--- src/sv/llpb_pkg.sv ---
// Shared types, command codes and constants for the least-loaded port balancer.
`timescale 1ns / 1ps

package llpb_pkg;

    localparam int PORT_SLOTS_DEF = 16;
    localparam int PORT_W         = 16;
    localparam int CNT_W          = 16;
    localparam int FUNC_W         = 3;
    localparam int IN_TDATA_W     = 40;
    localparam int OUT_TDATA_W    = 24;

    localparam logic [CNT_W-1:0]  GAP_RESET = 16'd5;
    localparam logic [CNT_W-1:0]  CNT_MAX   = 16'hFFFF;

    localparam logic [FUNC_W-1:0] FUNC_REGISTER   = 3'd0;
    localparam logic [FUNC_W-1:0] FUNC_CONNECT    = 3'd1;
    localparam logic [FUNC_W-1:0] FUNC_DISCONNECT = 3'd2;
    localparam logic [FUNC_W-1:0] FUNC_CHOOSE     = 3'd3;
    localparam logic [FUNC_W-1:0] FUNC_CLEAR      = 3'd4;

    // Command token that walks the slot chain, gathering per-slot results.
    typedef struct packed {
        logic              valid;
        logic [FUNC_W-1:0] func;
        logic [PORT_W-1:0] port;
        logic [PORT_W-1:0] client;
        logic              done;     // register placed / connect or disconnect target found
        logic              any;      // choose saw at least one used slot
        logic [CNT_W-1:0]  hi;
        logic [CNT_W-1:0]  lo;
        logic [PORT_W-1:0] lo_port;
    } t_tok;

endpackage

--- src/sv/llpb_cell.sv ---
// One table slot: holds used bit, port and count, acts on the passing token.
`timescale 1ns / 1ps

module llpb_cell (
    input  logic           i_clk,
    input  logic           i_rst_n,
    input  llpb_pkg::t_tok i_tok,
    output llpb_pkg::t_tok o_tok
);

    logic                          r_used;
    logic [llpb_pkg::PORT_W-1:0]   r_port;
    logic [llpb_pkg::CNT_W-1:0]    r_count;
    llpb_pkg::t_tok                r_tok;

    logic                          n_used;
    logic [llpb_pkg::PORT_W-1:0]   n_port;
    logic [llpb_pkg::CNT_W-1:0]    n_count;
    llpb_pkg::t_tok                n_tok;
    logic                          w_hit;

    assign w_hit = r_used && (r_port == i_tok.port) && !i_tok.done;

    always_comb begin
        n_used  = r_used;
        n_port  = r_port;
        n_count = r_count;
        n_tok   = i_tok;
        if (i_tok.valid) begin
            unique case (i_tok.func)
                llpb_pkg::FUNC_REGISTER: begin
                    if (!i_tok.done && !r_used) begin
                        n_used     = 1'b1;
                        n_port     = i_tok.port;
                        n_count    = '0;
                        n_tok.done = 1'b1;
                    end
                end
                llpb_pkg::FUNC_CONNECT: begin
                    if (w_hit) begin
                        n_tok.done = 1'b1;
                        if (r_count != llpb_pkg::CNT_MAX) begin
                            n_count = r_count + 1'b1;
                        end
                    end
                end
                llpb_pkg::FUNC_DISCONNECT: begin
                    if (w_hit) begin
                        n_tok.done = 1'b1;
                        if (r_count != '0) begin
                            n_count = r_count - 1'b1;
                        end
                    end
                end
                llpb_pkg::FUNC_CHOOSE: begin
                    if (r_used) begin
                        if (!i_tok.any) begin
                            n_tok.any     = 1'b1;
                            n_tok.hi      = r_count;
                            n_tok.lo      = r_count;
                            n_tok.lo_port = r_port;
                        end else begin
                            if (r_count > i_tok.hi) begin
                                n_tok.hi = r_count;
                            end
                            // strict compare keeps the first slot on ties
                            if (r_count < i_tok.lo) begin
                                n_tok.lo      = r_count;
                                n_tok.lo_port = r_port;
                            end
                        end
                    end
                end
                llpb_pkg::FUNC_CLEAR: begin
                    n_used = 1'b0;
                end
                default: begin
                end
            endcase
        end
    end

    // only the used bit and the token valid bit are reset
    always_ff @(posedge i_clk) begin
        if (!i_rst_n) begin
            r_used      <= 1'b0;
            r_tok.valid <= 1'b0;
        end else begin
            r_used  <= n_used;
            r_port  <= n_port;
            r_count <= n_count;
            r_tok   <= n_tok;
        end
    end

    assign o_tok = r_tok;

endmodule

--- src/sv/least_loaded_port_balancer_core.sv ---
// Top level of the least-loaded port balancer: input register, slot chain, result stage.
`timescale 1ns / 1ps

// Least-loaded port balancer. The port table is a chain of PORT_SLOTS cells,
// one slot per cell. Each command (register, connect, disconnect, choose,
// clear all) enters as a token that steps through the chain one cell per
// cycle; each cell updates its own slot and folds its count into the
// token's running max/min. Exactly one result item comes out per input item:
// chosen_port (nonzero only for choose) and status (1 when register found
// the table full). One item is in the chain at a time: an item passes
// through the input register, the cells, the pending register and the
// output register before its result is offered, and the slave side accepts
// the next item once the previous result has moved into the output register
// (even if that result has not been taken yet), so throughput is set by the
// walk through the slot chain. balance_gap is written through i_cfg_wen /
// i_cfg_wdata and should be changed only while the block is idle.

module least_loaded_port_balancer_core #(
    parameter int PORT_SLOTS = llpb_pkg::PORT_SLOTS_DEF
) (
    input  logic                             i_clk,
    input  logic                             i_rst_n,
    // slave side
    input  logic                             i_s_tvalid,
    output logic                             o_s_tready,
    input  logic [llpb_pkg::IN_TDATA_W-1:0]  i_s_tdata,   // func[2:0], port[18:3], client_port[34:19]
    // master side
    output logic                             o_m_tvalid,
    input  logic                             i_m_tready,
    output logic [llpb_pkg::OUT_TDATA_W-1:0] o_m_tdata,   // chosen_port[15:0], status[16]
    // configuration
    input  logic                             i_cfg_wen,
    input  logic [llpb_pkg::CNT_W-1:0]       i_cfg_wdata  // balance_gap
);

    llpb_pkg::t_tok                 w_tok [PORT_SLOTS+1];
    llpb_pkg::t_tok                 r_in_tok;
    llpb_pkg::t_tok                 w_last;

    logic                           r_busy;
    logic [llpb_pkg::CNT_W-1:0]     r_gap;

    logic                           r_pend_valid;
    logic [llpb_pkg::PORT_W-1:0]    r_pend_port;
    logic                           r_pend_status;
    logic [llpb_pkg::PORT_W-1:0]    n_pend_port;
    logic                           n_pend_status;

    logic                           r_out_valid;
    logic [llpb_pkg::PORT_W-1:0]    r_out_port;
    logic                           r_out_status;

    logic                           w_in_acc;
    logic                           w_out_free;
    logic                           w_move;
    logic [llpb_pkg::CNT_W-1:0]     w_spread;

    assign o_s_tready = !r_busy;
    assign w_in_acc   = i_s_tvalid && !r_busy;
    assign w_out_free = !r_out_valid || i_m_tready;
    assign w_move     = r_pend_valid && w_out_free;

    // config register
    always_ff @(posedge i_clk) begin
        if (!i_rst_n) begin
            r_gap <= llpb_pkg::GAP_RESET;
        end else if (i_cfg_wen) begin
            r_gap <= i_cfg_wdata;
        end
    end

    // busy from acceptance until the result reaches the output register
    always_ff @(posedge i_clk) begin
        if (!i_rst_n) begin
            r_busy <= 1'b0;
        end else if (w_in_acc) begin
            r_busy <= 1'b1;
        end else if (w_move) begin
            r_busy <= 1'b0;
        end
    end

    // input register: unpack tdata into a fresh token
    always_ff @(posedge i_clk) begin
        if (!i_rst_n) begin
            r_in_tok.valid <= 1'b0;
        end else begin
            r_in_tok.valid <= w_in_acc;
            if (w_in_acc) begin
                r_in_tok.func    <= i_s_tdata[2:0];
                r_in_tok.port    <= i_s_tdata[18:3];
                r_in_tok.client  <= i_s_tdata[34:19];
                r_in_tok.done    <= 1'b0;
                r_in_tok.any     <= 1'b0;
                r_in_tok.hi      <= '0;
                r_in_tok.lo      <= '0;
                r_in_tok.lo_port <= '0;
            end
        end
    end

    assign w_tok[0] = r_in_tok;

    for (genvar g = 0; g < PORT_SLOTS; g++) begin : g_cell
        llpb_cell u_cell (
            .i_clk   (i_clk),
            .i_rst_n (i_rst_n),
            .i_tok   (w_tok[g]),
            .o_tok   (w_tok[g+1])
        );
    end

    assign w_last   = w_tok[PORT_SLOTS];
    assign w_spread = w_last.hi - w_last.lo;

    // result from the token leaving the last cell
    always_comb begin
        n_pend_port   = '0;
        n_pend_status = 1'b0;
        if (w_last.func == llpb_pkg::FUNC_CHOOSE) begin
            if (w_last.any && (w_spread >= r_gap)) begin
                n_pend_port = w_last.lo_port;
            end else begin
                n_pend_port = w_last.client;
            end
        end else if (w_last.func == llpb_pkg::FUNC_REGISTER) begin
            n_pend_status = !w_last.done;   // no free slot
        end
    end

    always_ff @(posedge i_clk) begin
        if (!i_rst_n) begin
            r_pend_valid <= 1'b0;
        end else if (w_last.valid) begin
            r_pend_valid <= 1'b1;
        end else if (w_move) begin
            r_pend_valid <= 1'b0;
        end
    end

    always_ff @(posedge i_clk) begin
        if (w_last.valid) begin
            r_pend_port   <= n_pend_port;
            r_pend_status <= n_pend_status;
        end
    end

    // output register
    always_ff @(posedge i_clk) begin
        if (!i_rst_n) begin
            r_out_valid <= 1'b0;
        end else if (w_move) begin
            r_out_valid <= 1'b1;
        end else if (i_m_tready) begin
            r_out_valid <= 1'b0;
        end
    end

    always_ff @(posedge i_clk) begin
        if (w_move) begin
            r_out_port   <= r_pend_port;
            r_out_status <= r_pend_status;
        end
    end

    assign o_m_tvalid = r_out_valid;
    assign o_m_tdata  = {7'd0, r_out_status, r_out_port};

    // checks
    a_acc_busy: assert property (@(posedge i_clk) disable iff (!i_rst_n)
        w_in_acc |=> r_busy)
        else $error("busy not set after accept");

    a_last_busy: assert property (@(posedge i_clk) disable iff (!i_rst_n)
        w_last.valid |-> (r_busy && !r_pend_valid))
        else $error("token left chain while idle or result pending");

    a_pend_busy: assert property (@(posedge i_clk) disable iff (!i_rst_n)
        r_pend_valid |-> r_busy)
        else $error("pending result while not busy");

    a_move_out: assert property (@(posedge i_clk) disable iff (!i_rst_n)
        w_move |=> (r_out_valid && !r_pend_valid))
        else $error("pending result not moved to output");

endmodule
--- config.mk ---
export PLATFORM = sky130hd
export DESIGN_NAME = least_loaded_port_balancer_core
export DESIGN_NICKNAME = d
export VERILOG_FILES = /design/src/sv/llpb_pkg.sv /design/src/sv/llpb_cell.sv /design/src/sv/least_loaded_port_balancer_core.sv
export SDC_FILE = /design/constraint.sdc
export NUM_CORES = 2
export LEC_CHECK = 0
export ABC_AREA = 1
export BUFFER_PORTS_ARGS = -buffer_cell sky130_fd_sc_hd__clkbuf_2
export CAP_MARGIN = 20
export CELL_PAD_IN_SITES_DETAIL_PLACEMENT = 0
export CELL_PAD_IN_SITES_GLOBAL_PLACEMENT = 2
export CORE_MARGIN = 3
export CORE_UTILIZATION = 38
export DETAILED_ROUTE_END_ITERATION = 7
export GPL_TIMING_DRIVEN = 0
export PLACE_DENSITY = 0.76
export SLEW_MARGIN = 25
export SYNTH_ARGS = -nofsm -noshare
export SYNTH_HDL_FRONTEND = slang
export SYNTH_SLANG_ARGS = --single-unit
export TNS_END_PERCENT = 1
--- constraint.sdc ---
create_clock -name i_clk -period 2.91 [get_ports i_clk]
set_input_delay 0.4365 -clock i_clk [delete_from_list [all_inputs] [get_ports i_clk]]
set_output_delay 0.4365 -clock i_clk [all_outputs]
set_load 0.005 [all_outputs]
==> metrics.csv <==
metric;value;unit
status;finished with violations;
violated checks;negative setup slack;
total of buffers placed on input and output ports;74;
number of warnings printed during yosys synthesis;0;
H-Tree Depth;4;
routed wire length per instance;18.2;microns
via count of the first global-routing pass;73400;
maximum clock frequency;0.300;GHz
max capacitance violation total;0;
Detail Route Antenna Nets;0;
data required time at the worst endpoint;3.52;ns
Net count, final;12100;
power per standard cell area;557;nW/um^2
last weighted congestion value of the routability-driven placer;0.835;
fin crit share;115;%
internal power;0.0509;W
most used flip-flop cell after synthesis;sky130_fd_sc_hd__edfxtp_1;
worst hold-check path type;input port to flop;
sort of element at the start of the critical path;flop;
clk root buf;sky130_fd_sc_hd__clkbuf_16;
Die Span Y;528;microns
Detailed Place HPWL;210000;microns
Worst EP arrival;3.94;ns
worst ir drop on vdd;0.000466;V
Worst Setup Path Type;flop to flop;
multiplexer fraction of the synthesized cell area;0;%
setup ws final;-0.429;ns
maximum number of pins on one net before global-route repair;94;
clock-pin slew on the worst setup and hold paths;0.06;ns
maximum fanout count along the critical path;8;
share of Yosys cell area claimed by the top area cell type;55.4;%
Setup violations, final;31;
Fin Clk Skew;0.0909;ns
clock buffer count from CTS;225;
synthesized-area fraction occupied by adder cells;8.86;%
net switching power;0.0150;W
dominant combinational cell family by area after synthesis;simple AND/OR/NAND/NOR gates;
clock network power share;43.3;%
largest buffer count on any clock path;4;
total global routing track utilization;19.4;%
Detailed Route Iter0 Violations;5036;
TritonCTS clock tree;done;
Sw Ratio;22.8;%
Static Leakage;52.2;nW
first-pass iteration count of the detailed router;7;
share of layout cells above drive strength 1;7.45;%
dpl cells;14600;
Yosys top cell by area;sky130_fd_sc_hd__edfxtp_1;
worst-case setup slack after placement;-1.82;ns
DR vias;74700;
number of standard cells in the layout, taps in and fillers out;15000;
number of placement rows;190;
library cells used by synthesis;41;
number of flops mapped to enable cells by yosys;1909;
final number of hold-violating endpoints;0;
area of the die;279000;sq um
Min Clock Period, post-route;3.34;ns
antenna violations before repair;8;
post-synthesis cell area;103000;sq um
critical path capture point type;flop;
total grt overflow;0;
total I/O pin count;87;
final-layout worst hold slack;0.111;ns
area share of and/or/nand/nor cells after synthesis;21.4;%
Seq pwr share;50.0;%
Routed Wire Length;274000;microns
instance count of the mapped netlist;10800;
number of design rule violations left after detail routing;0;
number of clock sinks seen by CTS;1961;
fraction of the mapped netlist area in compound gates;6.26;%
proportion of synthesized chip area in sequential cells;56.4;%
wire length of the first global-routing pass;426000;microns
area growth from synthesis to layout;14.3;%
# fillers;25700;
dominant cells by area after synthesis;sky130_fd_sc_hd__edfxtp_1 (55%), sky130_fd_sc_hd__nand2_1 (11%), sky130_fd_sc_hd__ha_1 (8.5%);
core region area;269000;sq um
post-synthesis register bit count;1961;
combinational cell fraction of total power;6.7;%
slew margin rel.;38.5;%
Die Wd;528;microns
slew at the pin closest to its max-slew limit;0.921;ns
Vias/cell;4.97;
final max-slew violation count;0;
synthesized area per cell;9.55;sq um
starting utilization of the core area;38.4;%
XOR/XNOR share of the synthesized area;1.11;%
clock latency on the worst-skew pair;0.89;ns
setup repair after global routing missed its margin;true;
fraction of registers with async set/reset;0;%
==> layout make-up <==
type	instances	area (sq um)	share of cell area, %
Sequential cell	1961	58400	49.3
Clock buffer	279	6000	5.07
Clock inverter	127	1420	1.20
Buffer	234	1240	1.05
Multi-Input combinational cell	7331	39600	33.5
Inverter	1317	4940	4.18
Timing Repair Buffer	232	2280	1.92
Antenna cell	4	10.0	0.00846
Tap cell	3552	4440	3.76
==> layer usage <==
layer / track usage [%] / wire length [microns] / share of wire [%] / vias to the layer above
met5: 0 / 0 / 0 / -
met4: 5.73 / 8240 / 3.0 / 0
met3: 2.31 / 10500 / 3.8 / 417
met2: 33.4 / 133000 / 48 / 1332
met1: 25.6 / 123000 / 45 / 35000
li1: - / - / - / 37900
==> registers in the layout, indices dropped and copies added (netlist names) <==
signal	cells
r_in_tok	36
g_cell.u_cell.r_port	256
r_pend_status	1
g_cell.u_cell.o_tok	1344
o_m_tvalid	1
r_gap	16
r_out_port	16
r_out_status	1
r_busy	1
r_pend_port	16
r_pend_valid	1
g_cell.u_cell.r_used	16
g_cell.u_cell.r_count	256
==> through the flow <==
step	instance area, sq um	TNS (ns)	total power [W]	util [%]
6_report	118000	-8.24	0.0659	43.9
5_1_grt	118000	-18.54	0.0687	43.9
4_1_cts	118000	-8.29	0.0668	43.8
2_1_floorplan	103000	-6.29	0.0358	-
3_3_place_gp	108000	-	0.0386	40.2
3_5_place_dp	110000	-891.21	0.0378	40.7
==> critical path, stage by stage, from the launching register on <==
cell and delay (ns):
sky130_fd_sc_hd__edfxtp_1 0.37, sky130_fd_sc_hd__ha_2 0.21, sky130_fd_sc_hd__fa_2 0.37, sky130_fd_sc_hd__o21ai_4 0.28, sky130_fd_sc_hd__buf_6 0.13, sky130_fd_sc_hd__nand4_1 0.09
sky130_fd_sc_hd__nand3_2 0.11, sky130_fd_sc_hd__xor2_2 0.16, sky130_fd_sc_hd__inv_1 0.06, sky130_fd_sc_hd__ha_1 0.28, sky130_fd_sc_hd__nand2_2 0.08, sky130_fd_sc_hd__nor3_4 0.26
sky130_fd_sc_hd__nand3_2 0.12, sky130_fd_sc_hd__nand3_4 0.18, sky130_fd_sc_hd__buf_6 0.16, sky130_fd_sc_hd__nand3_2 0.07, sky130_fd_sc_hd__nand2_2 0.10, sky130_fd_sc_hd__nor2_2 0.05
==> path summary, 6_finish.rpt <==
kind | from | to | slack (ns) | cells after the start
setup reg to reg | g_cell[15].u_cell.o_tok[16] | r_pend_port[3] | -0.43 | 17
setup / recovery | g_cell[15].u_cell.o_tok[16] | r_pend_port[3] | -0.43 | 17
hold reg to reg | g_cell[11].u_cell.o_tok[53] | g_cell[12].u_cell.o_tok[53] | 0.38 | 0
hold / removal | i_rst_n | g_cell[1].u_cell.o_tok[8] | 0.11 | 2
==> cells by family after synthesis <==
kind of cell               count (synthesis)
and+or+nand+nor                         5284
other                                      1
AOI/OAI and AO/OA                       1187
adders and majority gates                722
xor gates and xnor gates                 131
DFF                                     1961
buffers and inverters                   1551
==> Yosys cell counts, types with 17 or more instances <==
cell type                  number
sky130_fd_sc_hd__a21o_1        75
sky130_fd_sc_hd__inv_2         20
sky130_fd_sc_hd__xor2_1        58
sky130_fd_sc_hd__nand3_1     1069
sky130_fd_sc_hd__a21oi_1      636
sky130_fd_sc_hd__dfxtp_1       52
sky130_fd_sc_hd__o21bai_1      25
sky130_fd_sc_hd__a211oi_1      18
sky130_fd_sc_hd__inv_1       1297
sky130_fd_sc_hd__nor4_1        68
sky130_fd_sc_hd__o21a_1        26
sky130_fd_sc_hd__buf_2         82
sky130_fd_sc_hd__nand2_1     3044
sky130_fd_sc_hd__nand4_1      113
sky130_fd_sc_hd__nor2_1       775
sky130_fd_sc_hd__xnor2_1       73
sky130_fd_sc_hd__or2_2         35
sky130_fd_sc_hd__nor3_1       130
sky130_fd_sc_hd__edfxtp_1    1909
sky130_fd_sc_hd__nand2_2       23
sky130_fd_sc_hd__a31o_2        17
sky130_fd_sc_hd__o21ai_0      332
sky130_fd_sc_hd__buf_4         40
sky130_fd_sc_hd__clkbuf_1      97
sky130_fd_sc_hd__fa_1          17
sky130_fd_sc_hd__ha_1         705
==> power groups by stage <==
stage          Combinational [W]  Sequential, W  Clock (W)
3_5_place_dp             0.00419         0.0336          0
4_1_cts                  0.00444         0.0330     0.0294
2_1_floorplan            0.00267         0.0332          0
3_3_place_gp             0.00397         0.0346          0
5_1_grt                  0.00511         0.0331     0.0305
6_report                 0.00444         0.0330     0.0285
==> placed cells by master (no fill, tap or decap), drive strengths merged, types with 6 or more instances in the layout <==
cell / n
ha: 705
a21oi: 636
or2: 35
o31ai: 15
xor2: 58
inv: 1322
a31o: 17
buf: 235
nand2: 3067
dlygate4sd3: 57
fa: 17
nor2: 775
conb: 7
o21a: 26
clkbuf: 449
nor3: 130
a211oi: 18
nand4: 113
nand3: 1069
bufinv: 29
o21ai: 342
dfxtp: 52
o22ai: 7
xnor2: 73
clkinv: 83
o211ai: 8
o21bai: 25
clkinvlp: 10
nand3b: 6
a21boi: 16
nor3b: 9
nor4: 77
a21o: 75
edfxtp: 1909
==> repair_timing <==
item,4_1_cts,5_1_grt
setup buffers,3,2
gates cloned,7,0
resized for setup,67,69
hold buffers,58,0
endpoints found under the hold margin,99,0
pin swaps,14,18
endpoints found under the setup margin,635,275
Note: power is estimated with default switching activity, not from simulation.
